**src/design/gcf_pkg.sv**
```systemverilog
`default_nettype none
// ============================================================================
// gcf_pkg
// Shared types and constants of the gradient contour filter: field widths,
// configuration register indexes and the work entry passed front to back.
// ============================================================================
package gcf_pkg;

    localparam int PIXEL_W    = 8;
    localparam int VALUE_W    = 9;
    localparam int POS_W      = 10;
    localparam int CFG_DATA_W = 11;
    localparam int CFG_IDX_W  = 2;

    typedef logic [CFG_IDX_W-1:0] t_cfg_idx;

    localparam t_cfg_idx CFG_IMAGE_WIDTH  = t_cfg_idx'(0);
    localparam t_cfg_idx CFG_IMAGE_HEIGHT = t_cfg_idx'(1);

    // result slots of one entry, in delivery order
    localparam int RES_UP   = 0;
    localparam int RES_LEFT = 1;
    localparam int RES_SELF = 2;
    localparam int RES_N    = 3;

    localparam int Q_DEPTH = 4;

    typedef struct packed {
        logic [RES_N-1:0]   mask;
        logic [VALUE_W-1:0] val_up;
        logic [VALUE_W-1:0] val_left;
        logic [VALUE_W-1:0] val_self;
        logic [POS_W-1:0]   row;
        logic [POS_W-1:0]   col;
    } t_entry;

    typedef struct packed {
        logic   wr;
        t_entry entry;
    } t_q_req;

endpackage
`default_nettype wire

```
**src/design/gcf_queue.sv**
```systemverilog
`default_nettype none
// ============================================================================
// gcf_queue
// Short entry queue decoupling the pixel front from the result back end.
// ============================================================================
module gcf_queue (
    input  wire logic            i_clk,
    input  wire logic            i_rst_n,
    input  wire gcf_pkg::t_q_req i_req,
    output logic                 o_full,
    output logic                 o_empty,
    output gcf_pkg::t_entry      o_head,
    input  wire logic            i_pop
);
    import gcf_pkg::*;

    localparam int PTR_W = $clog2(Q_DEPTH);
    localparam int CNT_W = $clog2(Q_DEPTH + 1);

    t_entry             r_mem [Q_DEPTH];
    logic [PTR_W-1:0]   r_wr_ptr, n_wr_ptr;
    logic [PTR_W-1:0]   r_rd_ptr, n_rd_ptr;
    logic [CNT_W-1:0]   r_count, n_count;
    logic               do_wr;
    logic               do_rd;

    assign o_full  = (r_count == CNT_W'(Q_DEPTH));
    assign o_empty = (r_count == '0);
    assign o_head  = r_mem[r_rd_ptr];
    assign do_wr   = i_req.wr && !o_full;
    assign do_rd   = i_pop && !o_empty;

    always_comb begin
        n_wr_ptr = r_wr_ptr;
        n_rd_ptr = r_rd_ptr;
        n_count  = r_count;
        if (do_wr) begin
            n_wr_ptr = (r_wr_ptr == PTR_W'(Q_DEPTH - 1)) ? '0 : r_wr_ptr + PTR_W'(1);
        end
        if (do_rd) begin
            n_rd_ptr = (r_rd_ptr == PTR_W'(Q_DEPTH - 1)) ? '0 : r_rd_ptr + PTR_W'(1);
        end
        if (do_wr && !do_rd) begin
            n_count = r_count + CNT_W'(1);
        end else if (do_rd && !do_wr) begin
            n_count = r_count - CNT_W'(1);
        end
    end

    always_ff @(posedge i_clk) begin
        if (!i_rst_n) begin
            r_wr_ptr <= '0;
            r_rd_ptr <= '0;
            r_count  <= '0;
        end else begin
            r_wr_ptr <= n_wr_ptr;
            r_rd_ptr <= n_rd_ptr;
            r_count  <= n_count;
        end
    end

    always_ff @(posedge i_clk) begin
        if (do_wr) begin
            r_mem[r_wr_ptr] <= i_req.entry;
        end
    end

endmodule
`default_nettype wire

```
**config.mk**
```make
export PLATFORM = sky130hd
export DESIGN_NAME = gcf_queue
export DESIGN_NICKNAME = d
export VERILOG_FILES = /design/src/design/gcf_pkg.sv /design/src/design/gcf_queue.sv
export SDC_FILE = /design/constraint.sdc
export NUM_CORES = 1
export LEC_CHECK = 0
export ABC_AREA = 1
export BUFFER_PORTS_ARGS = -buffer_cell sky130_fd_sc_hd__buf_2
export CORE_ASPECT_RATIO = 0.8
export CORE_MARGIN = 3
export CORE_UTILIZATION = 60
export DETAILED_ROUTE_END_ITERATION = 8
export PLACE_DENSITY = 0.84
export SLEW_MARGIN = 20
export SYNTH_ARGS = -nofsm -noshare
export SYNTH_HDL_FRONTEND = slang
export SYNTH_SLANG_ARGS = --single-unit
export TNS_END_PERCENT = 1
```
**constraint.sdc**
```tcl
create_clock -name i_clk -period 8.5 [get_ports i_clk]
set_input_delay 0.425 -clock i_clk [delete_from_list [all_inputs] [get_ports i_clk]]
set_output_delay 0.425 -clock i_clk [all_outputs]
set_load 0.02 [all_outputs]
```
# Word-level counts from Yosys, hierarchy flattened
# Memories as Yosys holds them, arrays and structs flattened. A register that Yosys moved wholly into a read port is not among the register bits.
# Index checks and enable logic that the tools add are counted.
# totals
register_bits	7
latchBits	0
mem_bits_rw	200
rom_bits	0
output_inout_bits	52
n_memories	1
# classes
add_sub_neg	4
n_mul	0
div	0
order_cmp	0
n_eq_ne	3
shifts	0
muxes	8
n_bitwise	0
reduce_logical	10
# mem_list
name	words	width	rd	rd_clocked_by_memory_dff	wr	line_no	rtl
r_mem	4	50	1	1	1	gcf_queue.sv:20	t_entry r_mem [Q_DEPTH];
# op_table
cell	count
2-to-1 mux 2 bit	4
2-to-1 mux 3 bit	2
adder 2 x 1 -> 2 bit (second input constant)	2
equality test 2 bit (second input constant)	2
logical AND 1 bit	4
zero test 1 bit	4
adder 3 x 1 -> 3 bit (second input constant)	1
equality test 3 bit (second input constant)	1
zero test 3 bit	1
subtractor 3 x 1 -> 3 bit (second input constant)	1
2-to-1 mux 1 bit	2
nonzero test 2 bit	1

# Depth between registers and ports, before layout
# depth
depth_word	7
depth_mapped	13

# Least setup slack after synthesis
# No wires, ideal clock.
# synth_timing
kind	register to register
startpoint	register r_count[1]
endpoint	memory r_mem[0][0] (netlist name), enable pin
setup_time_ns	0.458
t_arrival_ns	2.743
required_time_ns	8.042
setup_slack_ns	5.299
stages_incl_launch_ff	5
path_cell_list	dfxtp_1 > nor2_1 > nand2_1 > nand2_2 > nor2_1
# synth_between
elab_chain_len	5
# synth_rtl
item	line_no	rtl
start: declaration	gcf_queue.sv:23	logic [CNT_W-1:0] r_count, n_count;
start signal: assignment	gcf_queue.sv:58	r_count <= n_count;
equality test 3 bit	gcf_queue.sv:27	assign o_full = (r_count == CNT_W'(Q_DEPTH));
zero test 1 bit	gcf_queue.sv:30	assign do_wr = i_req.wr && !o_full;
logical AND 1 bit	gcf_queue.sv:30	
2-to-1 mux 1 bit	gcf_queue.sv:63	if (do_wr) begin
2-to-1 mux 1 bit (not written as such)	gcf_queue.sv:64	r_mem[r_wr_ptr] <= i_req.entry;
end: declaration	gcf_queue.sv:20	
# Every way passes these cells.

==> flow_metrics.env <==
export IMPL_rsz0062_at_grt="no"
export IMPL_max_stage_delay_ns=0.96
export IMPL_cts_buffers=21
export IMPL_wl_met1_mm=6.56
export IMPL_grtUsageTotal_pct=20.7
export IMPL_timing_final_crit_share_pct=38.1
export IMPL_cts_tree="built"
export IMPL_hold_viol=0
export IMPL_finalClockSkew_ns=0.00513
export IMPL_seq_area_frac_synth_pct=76.9
export IMPL_cts_htree_levels=1
export IMPL_worstPathMaxFanout=51
export IMPL_wirelength_mm=15.4
export IMPL_ys_types=24
export IMPL_syn_nets=616
export IMPL_postCtsSetupBuffers=0
export IMPL_drv_slew=0
export IMPL_ys_warn_count=0
export IMPL_tightest_slew_ns=0.960
export IMPL_max_slew_margin_pct=36.0
export IMPL_arrival_ns=2.81
export IMPL_die_area_sq_um=14800
export IMPL_synth_area_sq_um=8050
export IMPL_cts_sinks=209
export IMPL_worstSetupPathType="reg -> out"
export IMPL_drc=0
export IMPL_fin_nets=719
export IMPL_power_density_nw_per_um2=324
export IMPL_setup_tns_ns=0
export IMPL_reg2reg_to="r_count[1]"
export IMPL_ant_nets=0
export IMPL_drv_cap=0
export IMPL_p_leak_nw=3.27
export IMPL_required_ns=8.08
export IMPL_path_clk_slew_ns=0.06
export IMPL_drive_above_1_share_pct=21.9
export IMPL_clk_insertion_delay_late_ns=0.47
export IMPL_cp_buffers_inverters=3
export IMPL_crit_chain="inv_1, buf_4, o21ai_1, o22ai_1, buf_2"
export IMPL_fin_crit_ns=3.24
export IMPL_worst_hold_path_type="in -> reg"
export IMPL_whs_path_depth=1
export IMPL_firstDrtPassIters=4
export IMPL_crit_family="buffers and inverters"
export IMPL_post_dp_hpwl_mm=8.31
export IMPL_grt_pass1_vias=4689
export IMPL_routed_via_density=5.67
export IMPL_grt_ovfl_total=0
export IMPL_clk_path_buf_depth=3
export IMPL_min_from="i_req[46]"
export IMPL_area_delta_synth_final_pct=13.7
export IMPL_grt_pass1_wl_mm=23.8
export IMPL_pin_count=106
export IMPL_finalSetupViolCount=0
export IMPL_wl_per_cell_microns=18.2
export IMPL_io_buffers=105
export IMPL_highest_signal_layer="met5"
export IMPL_critPathLaunchType="register"
export IMPL_die_w_microns=135
export IMPL_met2_length_mm=7.37
export IMPL_slowest_stage="dfxtp_2"
export IMPL_status="completed"
export IMPL_ff2ff_setup_slack_ns=6.47
export IMPL_fill_cells=890
export IMPL_postCtsHoldBufs=0
export IMPL_core_area_sq_um=13000
export IMPL_dr_total_vias=4806
export IMPL_end_kind="output port"
export IMPL_syn_inst=555
export IMPL_antenna_found_initial=1
export IMPL_drt_iter0_drc=397
export IMPL_wl_met3_mm=1.19
export IMPL_gp_congestion=0.746
export IMPL_synth_area_per_cell_sq_um=14.5
export IMPL_cts_resized_gates=0
export IMPL_power_mw=2.97
export IMPL_r2r_start="r_count[1]"
export IMPL_ys_ff_latch=209
export IMPL_num_rows=37
export IMPL_die_h_microns=110
export IMPL_fmax_mhz=309
export IMPL_cts_root_buf="clkbuf_16"
export IMPL_start_util_pct=61.9
export IMPL_r2r_cells=9
export IMPL_irDropWorstVdd_uv=232
export IMPL_grt_start_max_net_pins=102
export IMPL_min_to="r_mem[3][46]"
[cell usage in the layout (no fill, tap or decap), drive strengths merged]
master and n:
clkinv 9, o22ai 50, nand4 1, nand2 15, buf 111, ha 6
nand3b 1, fa 1, dfxtp 9, edfxtp 200, nand3 1, o21ai 102
a21oi 2, clkbuf 26, nor2 117, diode 1, inv 20
[cell usage after synthesis]
cell type	count	area share, %
a21oi_1	2	0.12
buf_12	5	1.2
buf_2	10	0.62
buf_4	5	0.47
buf_6	5	0.70
buf_8	5	0.93
dfxtp_1	9	2.2
dlymetal6s2s_1	1	0.16
edfxtp_1	200	75
fa_1	1	0.25
ha_1	6	0.93
inv_1	17	0.79
inv_12	1	0.20
inv_2	1	0.047
nand2_1	14	0.65
nand2_2	1	0.078
nand3_1	1	0.062
nand3b_1	1	0.093
nand4_1	1	0.078
nor2_1	116	5.4
nor2_2	1	0.078
o21ai_0	42	2.6
o21ai_1	60	3.7
o22ai_1	50	3.9
[layer usage]
layer	vias to the layer above	track usage (%)
met4	2	5.25
li1	2265	-
met5	-	0
met2	167	34.3
met3	30	4.48
met1	2342	28.6
[registers in the layout (all words and copies together) (netlist names), named ones only]
register  cells
r_wr_ptr      2
r_count       3
r_rd_ptr      2
r_mem       200
[metrics by stage]
stage	cells	area, sq um	worst slack (ns)	utilization [%]	hold slack [ns]
detailed placement	809	8530	5.75	65.6	0.511
global placement	809	8530	5.84	65.6	0.490
floorplan	555	8050	5.30	-	0.480
CTS	845	9130	5.23	70.2	0.142
global route	846	9150	5.04	70.3	0.148
finish	847	9150	5.26	70.3	0.160
[where the power goes]
part           switching, mW  internal, mW
sequential            0.0781          1.26
combinational          0.578         0.256
clock                  0.343         0.453
[layout make-up]
cell class,count,area [sq um],area share [%]
Sequential cell,209,6190,67.7
Multi-Input combinational cell,296,1480,16.2
Timing Repair Buffer,111,583,6.37
Clock buffer,26,544,5.95
Tap cell,175,219,2.39
Inverter,19,83.8,0.916
Clock inverter,10,47.5,0.520
Antenna cell,1,2.50,0.0274
[cell families after synthesis]
group | after synthesis | share of synthesized area (%)
DFF | 209 | 76.9
AOI/OAI and AO/OA | 154 | 10.4
and+or+nand+nor | 135 | 6.45
buffers and inverters | 50 | 5.16
adders and majority gates | 7 | 1.18
[worst max path at each step]
stage | depth (start not counted) | to
after floorplan | 4 | r_mem[0][0]
after global placement | 5 | o_head[4]
after detailed placement | 5 | o_head[35]
after CTS | 5 | o_head[6]
after global routing | 5 | o_head[6]
final | 5 | o_head[6]
Note: power is estimated with default switching activity, not from simulation.
