===== src/design/gcf_pkg.sv =====
`default_nettype none
// ============================================================================
// gcf_pkg
// Shared types and constants of the gradient contour filter: field widths,
// configuration register indexes and the work entry passed front to back.
// ============================================================================
package gcf_pkg;

    localparam int PIXEL_W    = 8;
    localparam int VALUE_W    = 9;
    localparam int POS_W      = 10;
    localparam int CFG_DATA_W = 11;
    localparam int CFG_IDX_W  = 2;

    typedef logic [CFG_IDX_W-1:0] t_cfg_idx;

    localparam t_cfg_idx CFG_IMAGE_WIDTH  = t_cfg_idx'(0);
    localparam t_cfg_idx CFG_IMAGE_HEIGHT = t_cfg_idx'(1);

    // result slots of one entry, in delivery order
    localparam int RES_UP   = 0;
    localparam int RES_LEFT = 1;
    localparam int RES_SELF = 2;
    localparam int RES_N    = 3;

    localparam int Q_DEPTH = 4;

    typedef struct packed {
        logic [RES_N-1:0]   mask;
        logic [VALUE_W-1:0] val_up;
        logic [VALUE_W-1:0] val_left;
        logic [VALUE_W-1:0] val_self;
        logic [POS_W-1:0]   row;
        logic [POS_W-1:0]   col;
    } t_entry;

    typedef struct packed {
        logic   wr;
        t_entry entry;
    } t_q_req;

endpackage
`default_nettype wire


===== src/design/gcf_back.sv =====
`default_nettype none
// ============================================================================
// gcf_back
// Result sequencer: walks the results of the head entry in order and holds
// the current result in the output register until it is popped.
// ============================================================================
module gcf_back (
    input  wire logic                          i_clk,
    input  wire logic                          i_rst_n,
    input  wire logic                          i_q_empty,
    input  wire gcf_pkg::t_entry               i_head,
    output logic                               o_q_pop,
    output logic                               o_empty,
    input  wire logic                          i_pop,
    output logic [gcf_pkg::VALUE_W-1:0]        o_contour_value,
    output logic [gcf_pkg::POS_W-1:0]          o_out_row,
    output logic [gcf_pkg::POS_W-1:0]          o_out_column,
    output logic                               o_last_of_run
);
    import gcf_pkg::*;

    logic               r_out_valid;
    logic [RES_N-1:0]   r_done, n_done;
    logic [RES_N-1:0]   avail;
    logic [RES_N-1:0]   pick;
    logic               pick_last;
    logic               load;
    logic [VALUE_W-1:0] n_value;
    logic [POS_W-1:0]   n_row;
    logic [POS_W-1:0]   n_col;

    assign avail     = i_head.mask & ~r_done;
    assign load      = !i_q_empty && (!r_out_valid || i_pop);
    assign pick_last = ((avail & ~pick) == '0);
    assign o_q_pop   = load && pick_last;
    assign o_empty   = !r_out_valid;

    always_comb begin
        pick = '0;
        if (avail[RES_UP]) begin
            pick[RES_UP] = 1'b1;
        end else if (avail[RES_LEFT]) begin
            pick[RES_LEFT] = 1'b1;
        end else begin
            pick[RES_SELF] = 1'b1;
        end
    end

    always_comb begin
        n_value = i_head.val_self;
        n_row   = i_head.row;
        n_col   = i_head.col;
        if (pick[RES_UP]) begin
            n_value = i_head.val_up;
            n_row   = i_head.row - POS_W'(1);
        end else if (pick[RES_LEFT]) begin
            n_value = i_head.val_left;
            n_col   = i_head.col - POS_W'(1);
        end
    end

    always_comb begin
        n_done = r_done;
        if (load) begin
            n_done = pick_last ? '0 : (r_done | pick);
        end
    end

    always_ff @(posedge i_clk) begin
        if (!i_rst_n) begin
            r_out_valid <= 1'b0;
            r_done      <= '0;
        end else begin
            r_done <= n_done;
            if (load) begin
                r_out_valid <= 1'b1;
            end else if (i_pop) begin
                r_out_valid <= 1'b0;
            end
        end
    end

    always_ff @(posedge i_clk) begin
        if (load) begin
            o_contour_value <= n_value;
            o_out_row       <= n_row;
            o_out_column    <= n_col;
            o_last_of_run   <= pick_last;
        end
    end

endmodule
`default_nettype wire


===== config.mk =====
export PLATFORM = sky130hd
export DESIGN_NAME = gcf_back
export DESIGN_NICKNAME = d
export VERILOG_FILES = /design/src/design/gcf_pkg.sv /design/src/design/gcf_back.sv
export SDC_FILE = /design/constraint.sdc
export NUM_CORES = 1
export LEC_CHECK = 0
export ABC_AREA = 1
export BUFFER_PORTS_ARGS = -buffer_cell sky130_fd_sc_hd__buf_4
export CORE_MARGIN = 1
export CORE_UTILIZATION = 50
export DETAILED_ROUTE_END_ITERATION = 8
export HOLD_SLACK_MARGIN = 0.12
export MAX_ROUTING_LAYER = met4
export PLACE_DENSITY = 0.85
export SLEW_MARGIN = 10
export SYNTH_ARGS = -nofsm -noshare
export SYNTH_HDL_FRONTEND = slang
export SYNTH_SLANG_ARGS = --single-unit

===== constraint.sdc =====
create_clock -name i_clk -period 2.1 [get_ports i_clk]
set_input_delay 0.105 -clock i_clk [delete_from_list [all_inputs] [get_ports i_clk]]
set_output_delay 0.105 -clock i_clk [all_outputs]
set_load 0.02 [all_outputs]

== After elaboration in Yosys (flattened, before gate mapping) ==
Index checks and enable logic that the tools add are counted.
W data, S select, Z words.
Operators by class
  add/sub/neg operators: 2
  bitwise operators: 5
  reductions and logical operators: 7
  muxes and demuxes: 12
Operators by type and width (number)
  $mux W10: 3
  $sub A10 B1 Y10 const B: 2
  $mux W9: 2
  $and A3 B3 Y3: 2
  $not A3 Y3: 2
  $mux W1: 5
  $logic_not A3 Y1: 1
  $mux W3: 1
  $or A3 B3 Y3: 1
  $logic_and A1 B1 Y1: 2
  $logic_not A1 Y1: 2
  $mux W2: 1
  $reduce_bool A2 Y1: 1
  $logic_or A1 B1 Y1: 1
Word-level totals
  output and inout bits: 32
  word-level logic and storage cells: 32
  register bits: 34

== Longest topological paths before layout ==
Gate-level depths: netlist of run 1.
  word-level depth: 8
  depth in mapped cells: 8

== Worst setup path before layout of run 1 ==
OpenSTA, ideal clock, no wires.
  path type: register -> register
  from: register r_out_valid
  to: register o_contour_value[0] in the netlist's numbering, enable pin
  buffers on the path: 0
  setup time: 0.385 ns
  slack: 0.669 ns
  data required time: 1.715 ns
  arrival time: 1.045 ns
  stages on the path, launching flop included: 4
  cells stage by stage: dfxtp_1 -> nand2_1 -> nand2_1 -> inv_1
On the way
  word-level cells in the longest chain between the ends: 3
Ends and longest elaborated chain
  start: declaration: line gcf_back.sv:22  | logic r_out_valid;
  start signal: assignment: line gcf_back.sv:71  | r_out_valid <= 1'b0;
  start signal: assignment: line gcf_back.sv:76  | r_out_valid <= 1'b1;
  start signal: assignment: line gcf_back.sv:78  | r_out_valid <= 1'b0;
  $logic_not A1 Y1: line gcf_back.sv:33  | assign load = !i_q_empty && (!r_out_valid || i_pop);
  $logic_or A1 B1 Y1: line gcf_back.sv:33
  $logic_and A1 B1 Y1: line gcf_back.sv:33
  named net load: line gcf_back.sv:27  | logic load;
  end signal: assignment: line gcf_back.sv:85  | o_contour_value <= n_value;
  end: declaration: line gcf_back.sv:15  | output logic [gcf_pkg::VALUE_W-1:0] o_contour_value,
The timed path passes the listed nets, and every way through them passes these cells.
A chain may end at the register's enable or synchronous reset.

== Worst setup path after layout of run 1 ==
  from: input port i_head[10] in the netlist's numbering
  to: register o_out_row[4] in the netlist's numbering, data pin
On the way
  word-level cells in the longest chain between the ends: 2
Ends and longest elaborated chain
  start: declaration: line gcf_back.sv:11  | input wire gcf_pkg::t_entry i_head,
  $sub A10 B1 Y10: line gcf_back.sv:55  | n_row = i_head.row - POS_W'(1);
  $mux W10: line gcf_back.sv:53  | if (pick[RES_UP]) begin
  named net n_row[4]: line gcf_back.sv:29  | logic [POS_W-1:0] n_row;
  end signal: assignment: line gcf_back.sv:86  | o_out_row <= n_row;
  end: declaration: line gcf_back.sv:16  | output logic [gcf_pkg::POS_W-1:0] o_out_row,
The timed path passes the listed nets, and every way through them passes these cells.

==> results of run 1 <==
[per-layer routing]
metal	vias to the layer above	wire length [um]	part of all wire, %	GRT usage, %
met5	-	0	0	-
met4	0	333	5.1	20.35
met2	163	3351	52	60.33
met1	1016	2264	35	34.80
met3	41	551	8.5	5.839
li1	972	-	-	-
[layout make-up]
type	count	area [um2]
repair buffers	125	1046
flip-flops and latches	34	980.9
multi-input cells	152	724.4
fillers	161	420.4
inverters	34	131.4
well taps	46	57.56
clock buffers	6	41.29
clock inverters	2	8.758
repair inverters	1	5.005
[layout by cell type, fill, tap and decap left out]
cell type	n
o21a_1	1
nor3_1	2
xor2_1	4
clkbuf_1	1
nor2_4	3
dfxtp_1	4
o21ai_1	2
inv_2	2
nand4_1	5
clkinv_1	1
edfxtp_1	30
clkbuf_4	5
clkinvlp_2	1
nand2_1	79
a21oi_1	3
nand3_2	2
inv_1	31
buf_4	86
clkinvlp_4	1
buf_12	1
nor2_1	20
nor2_2	1
nand2_2	1
o21ai_0	7
dlygate4sd3_1	38
xnor2_1	1
and2_1	1
ha_1	2
clkinv_2	1
nand2_4	2
nand3_1	16
[per-stage QoR]
step / worst slack [ns] / cells / util (%) / power [mW]
floorplan: 0.6695 / 222 / - / 1.018
global placement: 0.7051 / 352 / 74.18 / 1.196
detailed placement: 0.6894 / 352 / 74.18 / 1.203
CTS: 0.05302 / 398 / 86.78 / 1.604
global route: -0.1059 / 400 / 87.69 / 1.706
finish: -0.02224 / 400 / 87.69 / 1.651
[worst max-delay path by stage]
| stage | cells after the start | endpoint |
|---|---|---|
| floorplan | 3 | o_contour_value[0]$_DFFE_PP_ |
| global placement | 6 | o_out_column[5]$_DFFE_PP_ |
| detailed placement | 6 | o_out_column[5]$_DFFE_PP_ |
| CTS | 10 | o_out_row[4]$_DFFE_PP_ |
| global route | 10 | o_out_row[4]$_DFFE_PP_ |
| finish | 10 | o_out_row[4]$_DFFE_PP_ |
[sequential cells by signal, indices dropped and copies added, names as in the netlist]
| name | flops |
|---|---|
| o_last_of_run | 1 |
| o_out_row | 10 |
| r_out_valid | 1 |
| o_contour_value | 9 |
| r_done | 3 |
| o_out_column | 10 |
[worst min-delay path, stage by stage]
cell	delay (ns)
buf_4	0.11
inv_1	0.05
o21ai_1	0.13
[kinds of logic (layout without fill, tap and decap cells)]
| group | count (synthesis) | after routing | share of synthesized area (%) |
|---|---|---|---|
| compound gates | 13 | 13 | 3.678 |
| xor+xnor | 5 | 5 | 2.384 |
| fa+ha+maj | 2 | 2 | 1.362 |
| buf+inv | 36 | 168 | 7.970 |
| flops | 34 | 34 | 53.41 |
| simple gates | 132 | 132 | 31.20 |
[power breakdown]
| group | switching [mW] | internal (mW) | leakage (nW) |
|---|---|---|---|
| sequential | 0.0182 | 0.797 | 0.325 |
| combinational | 0.255 | 0.232 | 1.07 |
| clock | 0.223 | 0.126 | 0.0297 |
| total | 0.496 | 1.15 | 1.43 |
[what timing repair did]
item / 4_1_cts / 5_1_grt
endpoints found under the hold margin: 29 / 0
hold buffers: 38 / 0
gates resized for setup: 0 / 7
setup endpoints to repair: 0 / 7
buffers inserted: 0 / 1
==> summary.txt, run 1 <==
Place
  • Port bufs: 85
  • Placement Cell Area: 2534 um2
  • Hpwl dp: 3167 um
  • Placer Congestion: 0.8436

Critical path
  • Most frequent CP cell: dlygate4sd3_1
  • CP max stage cell: dlygate4sd3_1
  • Startpoint types: input port
  • CP arrival: 2.22 ns
  • R2R depth: 7
  • Crit-path cells: dlygate4sd3_1 -> buf_4 -> inv_2 -> ha_1 -> nand3_2 -> nor2_4 -> inv_1 -> o21ai_1 -> dlygate4sd3_1 -> nand2_1
  • Critical Path End Type: flop
  • Critical Path Fanout Max: 4
  • Worst path required time: 2.20 ns
  • Delay-heaviest family, CP: buffers and inverters
  • CP bufs+invs: 5
  • Worst setup path class: in -> reg
  • Launching point of the worst reg2reg path: r_done[0]$_SDFFE_PN0P_
  • Internal reg-to-reg setup slack: 0.15 ns
  • Worst Setup SP: i_head[10]
  • Largest stage delay, worst path: 0.59 ns
  • R2R Path End: o_out_row[4]$_DFFE_PP_

STA
  • Final min period: 2.122 ns
  • Final worst slack: -0.02224 ns
  • Final period util: 101.1%
  • FMAX: 471.2 MHz
  • Relative slew slack: 70.62%
  • Clk_skew: 0.01692 ns
  • Slew Limit Fails: 0
  • Setup TNS: -0.02224 ns
  • Worst hold slack: 0.1459 ns
  • Final count of hold timing violations: 0
  • Worst slew pin tran: 0.4403 ns
  • Final Setup Violations: 1

Status
  • Violated checks: setup timing
  • Run status: finished, violations left

Synthesis
  • Register area share after synthesis: 53.41%
  • Syn Inst Count: 222
  • Dominant cell type by area after synthesis: edfxtp_1
  • Post-synth top flop: edfxtp_1
  • Yosys top cell area share: 49.05%
  • Ys Warns: 0
  • Count leader, synth: nand2_1
  • Synthesized area per cell: 8.274 um2
  • Post-synth EDFFs: 30
  • Mapped Nets: 278
  • Top cells by count, synth: nand2_1 (80), inv_1 (32), edfxtp_1 (30)
  • Synth Register Bits: 34
  • Post-synth cell types: 24
  • Post-synth design cell area: 1837 um2
  • Asr flop ratio synth: 0%
  • Synth area leaders: edfxtp_1 (49%), nand2_1 (16%), inv_1 (6.5%)

CTS
  • Clk pin slew, worst setup/hold paths: 0.12 ns
  • Worst-case clock buffer depth: 2
  • Worst skew pair latency: 0.35 ns
  • # clock sinks: 34
  • CTS tree: done
  • H-tree levels: 2
  • Clock tree root buffer cell: clkbuf_4
  • CTS Buf Count: 5

Global route
  • Vias in the first global route: 2115
  • Initial antenna violation count: 0
  • Gr ovfl total: 0
  • Global-route wire length before repair: 9729 um
  • GRT Util Overall: 33.97%
  • Largest net degree at the start of global routing: 23

Floorplan
  • Core area: 3416 um2
  • Die Width: 62.61 um
  • Number of I/O pins: 86
  • Die area: 3920 um2
  • Site Rows: 21
  • Die height: 62.61 um
  • Initial Util: 53.77%

Power and ir drop
  • IR Drop Worst-Case VDD: 0.3700 mV
  • Leakage power total: 1.429 nW
  • Pwr/cell area: 551.0 nW/um2

Hold path
  • Worst hold-check path type: in -> reg
  • Hold Crit Start: i_head[6]
  • Worst Hold End: o_out_column[6]$_DFFE_PP_
  • Cell depth of the worst hold path: 3

Drt
  • Drt pass-1 iters: 6
  • First DRT Iteration DRCs: 196
  • DR vias/cell: 5.480
  • Drt drc: 0
  • Via count: 2192
  • Final WL: 6500 um
  • Final ANT Viol Nets: 0
  • DR WL/cell: 16.25 um

Finish
  • Post-layout instance area: 2995 um2
  • Nets@finish: 409
  • Area growth from synthesis to layout: 63.08%
  • Antenna cells: 0
  • Layout cell share with drive strength beyond 1: 29.94%

Flow run
  • Max-cap violations: 0
(Power assumes the default switching activity.)
==> run 2, diff against run 1 <==
--- a/config.mk
+++ b/config.mk
@@ -7,12 +7,14 @@
 export LEC_CHECK = 0
 export ABC_AREA = 1
 export BUFFER_PORTS_ARGS = -buffer_cell sky130_fd_sc_hd__buf_4
+export CELL_PAD_IN_SITES_DETAIL_PLACEMENT = 1
+export CELL_PAD_IN_SITES_GLOBAL_PLACEMENT = 1
 export CORE_MARGIN = 1
-export CORE_UTILIZATION = 50
+export CORE_UTILIZATION = 32
 export DETAILED_ROUTE_END_ITERATION = 8
 export HOLD_SLACK_MARGIN = 0.12
 export MAX_ROUTING_LAYER = met4
-export PLACE_DENSITY = 0.85
+export PLACE_DENSITY_LB_ADDON = 0.1
 export SLEW_MARGIN = 10
 export SYNTH_ARGS = -nofsm -noshare
 export SYNTH_HDL_FRONTEND = slang
==> constraint.sdc (replaced) <==
create_clock -name i_clk -period 2.4 [get_ports i_clk]
set_input_delay 0.12 -clock i_clk [delete_from_list [all_inputs] [get_ports i_clk]]
set_output_delay 0.12 -clock i_clk [all_outputs]
set_load 0.02 [all_outputs]
==> run 2 against run 1 <==
Effect of this change:
- the flow now finishes without violations
- sequential cell count unchanged
- first-iteration DRC count down 54%
- sequential power decreased by 13%
- combinational power is 29% lower
- non-clock buffer count is 27 lower
- register-to-register slack improved by 0.25 ns
- final area decreased by 8.0%
- setup slack better by 0.42 ns
- via count is 19% lower
==> summary.txt, run 2 (synthesis results as in run 1) <==
STA
  • Final period util: 83.30%
  • Final Setup Violations: 0 (-1)
  • RSZ-0062 raised after global routing: false
  • Slew Limit Fails: 0 (unchanged)
  • FMAX: 500.2 MHz
  • Clk_skew: 0.002409 ns (-0.01451 ns)
  • Setup TNS: 0 ns (+0.02224 ns)
  • Relative slew slack: 72.28% (+1.7 points)
  • Worst hold slack: 0.1282 ns (-0.01777 ns)
  • Worst slew pin tran: 0.4158 ns (-0.02443 ns)
  • Final min period: 1.999 ns
  • Final count of hold timing violations: 0 (unchanged)

Place
  • Port bufs: 85 (unchanged)
  • Placer Congestion: 0.8004 (-5.1%)
  • Hpwl dp: 3857 um (+22%)

Critical path
  • Worst path required time: 2.43 ns (+0.23 ns)
  • Worst setup path class: reg -> reg
  • CP bufs+invs: 3 (-2)
  • Delay-heaviest family, CP: buffers and inverters
  • Launching point of the worst reg2reg path: r_done[0]$_SDFFE_PN0P_
  • Most frequent CP cell: nand2_1
  • CP arrival: 2.03 ns (-0.19 ns)
  • Critical Path Fanout Max: 9 (+5)
  • CP max stage cell: dlygate4sd3_1
  • R2R Path End: o_contour_value[1]$_DFFE_PP_
  • Largest stage delay, worst path: 0.56 ns (-0.03 ns)
  • Crit-path cells: inv_1 -> nand2_4 -> nand2_1 -> clkinv_1 -> nand2_1 -> nand3_1 -> dlygate4sd3_1
  • WP depth: 7 (-3)
  • Critical Path End Type: flop
  • Internal reg-to-reg setup slack: 0.40 ns (+0.25 ns)
  • Startpoint types: flop
  • R2R depth: 7 (unchanged)

Floorplan
  • Number of I/O pins: 86 (unchanged)
  • Die height: 77.76 um (+24%)
  • Initial Util: 33.36% (-20 points)
  • Die area: 6047 um2 (+54%)
  • Site Rows: 27 (+29%)
  • Core area: 5507 um2 (+61%)
  • Die Width: 77.76 um (+24%)

Global route
  • Global-route wire length before repair: 8266 um (-15%)
  • Vias in the first global route: 1780 (-16%)
  • Initial antenna violation count: 0 (unchanged)
  • GRT Util Overall: 17.91% (-16 points)
  • Largest net degree at the start of global routing: 32 (+39%)
  • Gr ovfl total: 0 (unchanged)

Drt
  • Drt pass-1 iters: 4 (-2)
  • Final ANT Viol Nets: 0 (unchanged)
  • Via count: 1771 (-19%)
  • Wl on met1: 2405 um (+6.2%)
  • DR WL/cell: 12.60 um (-22%)
  • DR WL met2: 2296 um (-31%)
  • Final WL: 5016 um (-23%)
  • Drt drc: 0 (unchanged)
  • DR vias/cell: 4.450 (-19%)
  • DR WL met3: 295 um (-46%)
  • First DRT Iteration DRCs: 90 (-54%)
  • Max Used Layer: met4

CTS
  • Clk pin slew, worst setup/hold paths: 0.07 ns (-0.05 ns)
  • H-tree levels: 2 (unchanged)
  • Postcts setup bufs: 0 (unchanged)
  • Clock tree root buffer cell: clkbuf_8
  • # clock sinks: 34 (unchanged)
  • Worst-case clock buffer depth: 2 (unchanged)
  • Worst skew pair latency: 0.27 ns (-0.08 ns)
  • # resized after CTS: 0 (unchanged)
  • CTS Buf Count: 5 (unchanged)
  • CTS tree: done
  • CTS Hold Bufs: 12 (-68%)

Finish
  • Antenna cells: 0 (unchanged)
  • Filler cell count: 691 (+330%)
  • Most common cell after layout, fill and taps aside: buf_4
  • Area growth from synthesis to layout: 50.00%
  • Layout cell share with drive strength beyond 1: 30.37% (+0.42 points)
  • Nets@finish: 381 (-6.8%)
  • Fin util: 50.03% (-38 points)
  • Top Registers: o_out_column (10), o_out_row (10), o_contour_value (9)
  • Highest-count cells in the layout ignoring fill and taps: buf_4 (86), nand2_1 (80), inv_1 (32)

Power and ir drop
  • Leakage power total: 1.322 nW (-7.4%)
  • Pwr/cell area: 530.2 nW/um2 (-3.8%)
  • IR Drop Worst-Case VDD: 0.2352 mV (-36%)

Flow run
  • Max-cap violations: 0 (unchanged)

Status
  • Run status: finished clean

Hold path
  • Hold Crit Start: i_head[18]
  • Cell depth of the worst hold path: 3 (unchanged)
  • Worst hold-check path type: in -> reg
  • Worst Hold End: o_out_row[8]$_DFFE_PP_
-- run 2: how the worst max path moves through the flow --
stage,startpoint,endpoint,slack (ns)
global placement,r_done[0]$_SDFFE_PN0P_,o_contour_value[0]$_DFFE_PP_,0.98
finish,r_done[0]$_SDFFE_PN0P_,o_contour_value[1]$_DFFE_PP_,0.40
detailed placement,r_done[1]$_SDFFE_PN0P_,o_out_column[5]$_DFFE_PP_,0.84
CTS,r_done[0]$_SDFFE_PN0P_,o_contour_value[1]$_DFFE_PP_,0.42
global route,r_done[0]$_SDFFE_PN0P_,o_contour_value[1]$_DFFE_PP_,0.28
floorplan,r_out_valid$_SDFFE_PN0P_,o_contour_value[0]$_DFFE_PP_,0.97
-- run 2: metal layers --
metal	GRT usage [%]	vias up
met3	4.353	2
met5	-	-
met2	28.23	57
met1	23.25	799
met4	3.962	0
li1	-	913
-- run 2: per-stage QoR --
step,setup WS [ns],area (um2),cells,power [mW]
2_1_floorplan,0.9695,1837,222,0.8909
3_3_place_gp,0.9777,2554,378,1.055
3_5_place_dp,0.8384,2554,378,1.059
4_1_cts,0.4233,2755,398,1.488
5_1_grt,0.2841,2755,398,1.535
6_report,0.4009,2755,398,1.461
-- run 2: cell type report --
type	count	area, um2	share of cell area (%)
tap	72	90.09	3.270
clock inverter	2	8.758	0.3179
clock buffer	6	72.57	2.634
multi-input combinational	152	709.4	25.75
sequential	34	980.9	35.60
inverter	34	127.6	4.632
timing repair buffer	98	765.7	27.79
-- run 2: worst reg2reg max path, stage by stage (launching register included) --
cell,delay (ns)
dfxtp_1,0.33
inv_1,0.15
nand2_4,0.10
nand2_1,0.10
clkinv_1,0.28
nand2_1,0.14
nand3_1,0.07
dlygate4sd3_1,0.56
-- run 2: where the power goes --
group | switching, mW | internal (mW)
Combinational | 0.189 | 0.159
Clock | 0.202 | 0.199
Sequential | 0.0138 | 0.698
==> run 3, diff against run 2 <==
--- a/config.mk
+++ b/config.mk
@@ -10,7 +10,7 @@
 export CELL_PAD_IN_SITES_DETAIL_PLACEMENT = 1
 export CELL_PAD_IN_SITES_GLOBAL_PLACEMENT = 1
 export CORE_MARGIN = 1
-export CORE_UTILIZATION = 32
+export CORE_UTILIZATION = 29
 export DETAILED_ROUTE_END_ITERATION = 8
 export HOLD_SLACK_MARGIN = 0.12
 export MAX_ROUTING_LAYER = met4
==> constraint.sdc (replaced) <==
create_clock -name i_clk -period 1.8 [get_ports i_clk]
set_input_delay 0.09 -clock i_clk [delete_from_list [all_inputs] [get_ports i_clk]]
set_output_delay 0.09 -clock i_clk [all_outputs]
set_load 0.02 [all_outputs]
==> run 3 against run 2 <==
Effect of this change:
- sequential cell count is the same
- setup slack got worse by 0.24 ns
- clock power is 38% higher
- hold slack better by 0.0061 ns
- non-clock buffer count increased by 31
- first-iteration DRC count is 36% lower
- via count up 9.3%
- sequential share of layout area decreased by 3.6 points
- register-to-register slack worse by 0.09 ns
- critical path type is now in -> reg
- critical endpoint is now o_out_row[6]$_DFFE_PP_
- highest routed layer unchanged
==> summary.txt, run 3 (synthesis results as in run 1) <==
CTS
  • # clock sinks: 34 (unchanged)
  • CTS Buf Count: 5 (unchanged)
  • CTS tree: done
  • Clock tree root buffer cell: clkbuf_8
  • H-tree levels: 2 (unchanged)
  • Worst-case clock buffer depth: 2 (unchanged)
  • Clk pin slew, worst setup/hold paths: 0.07 ns (about the same)
  • Worst skew pair latency: 0.29 ns (+0.02 ns)

Drt
  • Final WL: 5752 um (+15%)
  • DR vias/cell: 4.481 (+0.71%)
  • Wl on met1: 2522 um (+4.9%)
  • Via count: 1936 (+9.3%)
  • First DRT Iteration DRCs: 58 (-36%)
  • DR WL met3: 330 um (+12%)
  • Drt pass-1 iters: 4 (unchanged)
  • Final ANT Viol Nets: 0 (unchanged)
  • DR WL/cell: 13.31 um (+5.6%)
  • DR WL met2: 2837 um (+24%)
  • Drt drc: 0 (unchanged)
  • Max Used Layer: met4

Place
  • Placer Congestion: 0.7795 (-2.6%)
  • Dpl ws: 0.3159 ns (-0.5225 ns)
  • Hpwl dp: 3967 um (+2.8%)
  • Port bufs: 85 (unchanged)

Critical path
  • Largest stage delay, worst path: 0.53 ns (-0.03 ns)
  • Critical Path Fanout Max: 4 (-5)
  • Worst path required time: 1.83 ns (-0.60 ns)
  • Delay-heaviest family, CP: buffers and inverters
  • CP arrival: 1.67 ns (-0.36 ns)
  • R2R Path End: o_contour_value[6]$_DFFE_PP_
  • Internal reg-to-reg setup slack: 0.31 ns (-0.09 ns)
  • Launching point of the worst reg2reg path: r_done[0]$_SDFFE_PN0P_
  • Critical Path End Type: flop
  • CP max stage cell: dlygate4sd3_1
  • Crit-path cells: dlygate4sd3_1 -> buf_4 -> inv_1 -> ha_1 -> nand3_1 -> nor2_2 -> nand2_1 -> o21ai_0 -> nand2_1
  • Worst setup path class: in -> reg
  • R2R depth: 6 (-1)
  • CP bufs+invs: 3 (unchanged)
  • Startpoint types: input port
  • WP depth: 9 (+2)
  • Most frequent CP cell: nand2_1

STA
  • Worst slew pin tran: 0.4012 ns (-0.01459 ns)
  • Clk_skew: 0.006160 ns (+0.003750 ns)
  • Final Setup Violations: 0 (unchanged)
  • Relative slew slack: 73.19% (+0.91 points)
  • Final min period: 1.639 ns
  • Setup TNS: 0 ns (unchanged)
  • Final period util: 91.08%
  • RSZ-0062 raised after global routing: false
  • Final count of hold timing violations: 0 (unchanged)
  • Slew Limit Fails: 0 (unchanged)
  • FMAX: 610.0 MHz
  • Final worst slack: 0.1606 ns (-0.2403 ns)

Power and ir drop
  • Seq pwr share: 46.8% (-1.9 points)
  • Clock share of power: 27.3% (-0.2 points)
  • Leakage power total: 1.450 nW (+9.6%)
  • Overall power: 2.028 mW (+39%)
  • Internal: 1.461 mW (+38%)
  • Comb power frac: 25.9% (+2.1 points)
  • Switching share of power: 27.99% (+0.31 points)
  • Pwr/cell area: 661.6 nW/um2 (+25%)
  • Sw Pwr: 567.7 uW (+40%)
  • IR Drop Worst-Case VDD: 0.2669 mV (+14%)

Hold path
  • Cell depth of the worst hold path: 3 (unchanged)
  • Worst hold-check path type: in -> reg
  • Worst Hold End: o_out_column[5]$_DFFE_PP_
  • Hold Crit Start: i_head[5]

Floorplan
  • Die Width: 81.59 um (+4.9%)
  • Site Rows: 28 (+3.7%)
  • Number of I/O pins: 86 (unchanged)
  • Core area: 6026 um2 (+9.4%)
  • Die height: 81.59 um (+4.9%)
  • Initial Util: 30.48% (-2.9 points)
  • Die area: 6656 um2 (+10%)

Finish
  • Highest-count cells in the layout ignoring fill and taps: buf_4 (88), nand2_1 (80), dlygate4sd3_1 (41)
  • Filler cell count: 741 (+7.2%)
  • Nets@finish: 412 (+8.1%)
  • Area growth from synthesis to layout: 66.89%
  • Fin util: 50.87% (+0.84 points)
  • Antenna cells: 0 (unchanged)
  • Most common cell after layout, fill and taps aside: buf_4
  • Layout cell share with drive strength beyond 1: 28.29% (-2.1 points)
  • Top Registers: o_out_column (10), o_out_row (10), o_contour_value (9)

Global route
  • Initial antenna violation count: 0 (unchanged)
  • Global-route wire length before repair: 8928 um (+8.0%)
  • Vias in the first global route: 1992 (+12%)
  • GRT Util Overall: 18.55% (+0.64 points)
  • Gr ovfl total: 0 (unchanged)
  • Largest net degree at the start of global routing: 17 (-47%)

Status
  • Run status: finished clean

Flow run
  • Max-cap violations: 0 (unchanged)
run 3: how the worst max path moves through the flow:
stage / start / to / slack [ns]
after floorplan: r_out_valid$_SDFFE_PN0P_ / o_contour_value[0]$_DFFE_PP_ / 0.37
after global placement: r_done[0]$_SDFFE_PN0P_ / o_contour_value[0]$_DFFE_PP_ / 0.36
after detailed placement: r_done[1]$_SDFFE_PN0P_ / o_out_column[5]$_DFFE_PP_ / 0.32
after CTS: i_head[10] / o_out_row[6]$_DFFE_PP_ / 0.11
after global routing: i_head[10] / o_out_row[6]$_DFFE_PP_ / 0.05
final: i_head[10] / o_out_row[6]$_DFFE_PP_ / 0.16
run 3: tightest hold or removal path, stage by stage:
cell     delay (ns)
buf_4          0.10
o21ai_0        0.08
nand2_1        0.05
run 3: cell type report:
class	count	area [um2]	area share (%)
clock buffer	8	80.08	2.612
multi-input combinational	152	711.9	23.22
tap	75	93.84	3.061
sequential	34	980.9	32.00
timing repair buffer	129	1071	34.94
inverter	34	127.6	4.163
run 3: power groups by stage:
stage | logic (mW) | clock network [mW] | registers [mW]
finish | 0.525 | 0.554 | 0.949
global route | 0.575 | 0.604 | 0.954
CTS | 0.525 | 0.573 | 0.949
detailed placement | 0.452 | 0 | 0.966
global placement | 0.447 | 0 | 0.964
floorplan | 0.156 | 0 | 1.03
run 3: what timing repair did:
| item | 4_1_cts | 5_1_grt |
|---|---|---|
| buffers inserted | 0 | 0 |
| hold buffers | 41 | 0 |
| resized for setup | 0 | 1 |
| setup endpoints to repair | 0 | 1 |
| hold endpoints to repair | 24 | 0 |
run 3: metal layers:
layer | vias up | global-route usage, %
li1 | 974 | -
met1 | 895 | 21.55
met2 | 61 | 32.08
met3 | 6 | 4.111
met4 | 0 | 5.263
met5 | - | -
run 3: metrics by stage:
step                instances  area (um2)  hold WS [ns]
finish                    432        3065        0.1342
global route              432        3065        0.1389
CTS                       432        3063        0.1238
detailed placement        383        2572        0.2868
global placement          383        2572        0.2826
floorplan                 222        1837        0.1824
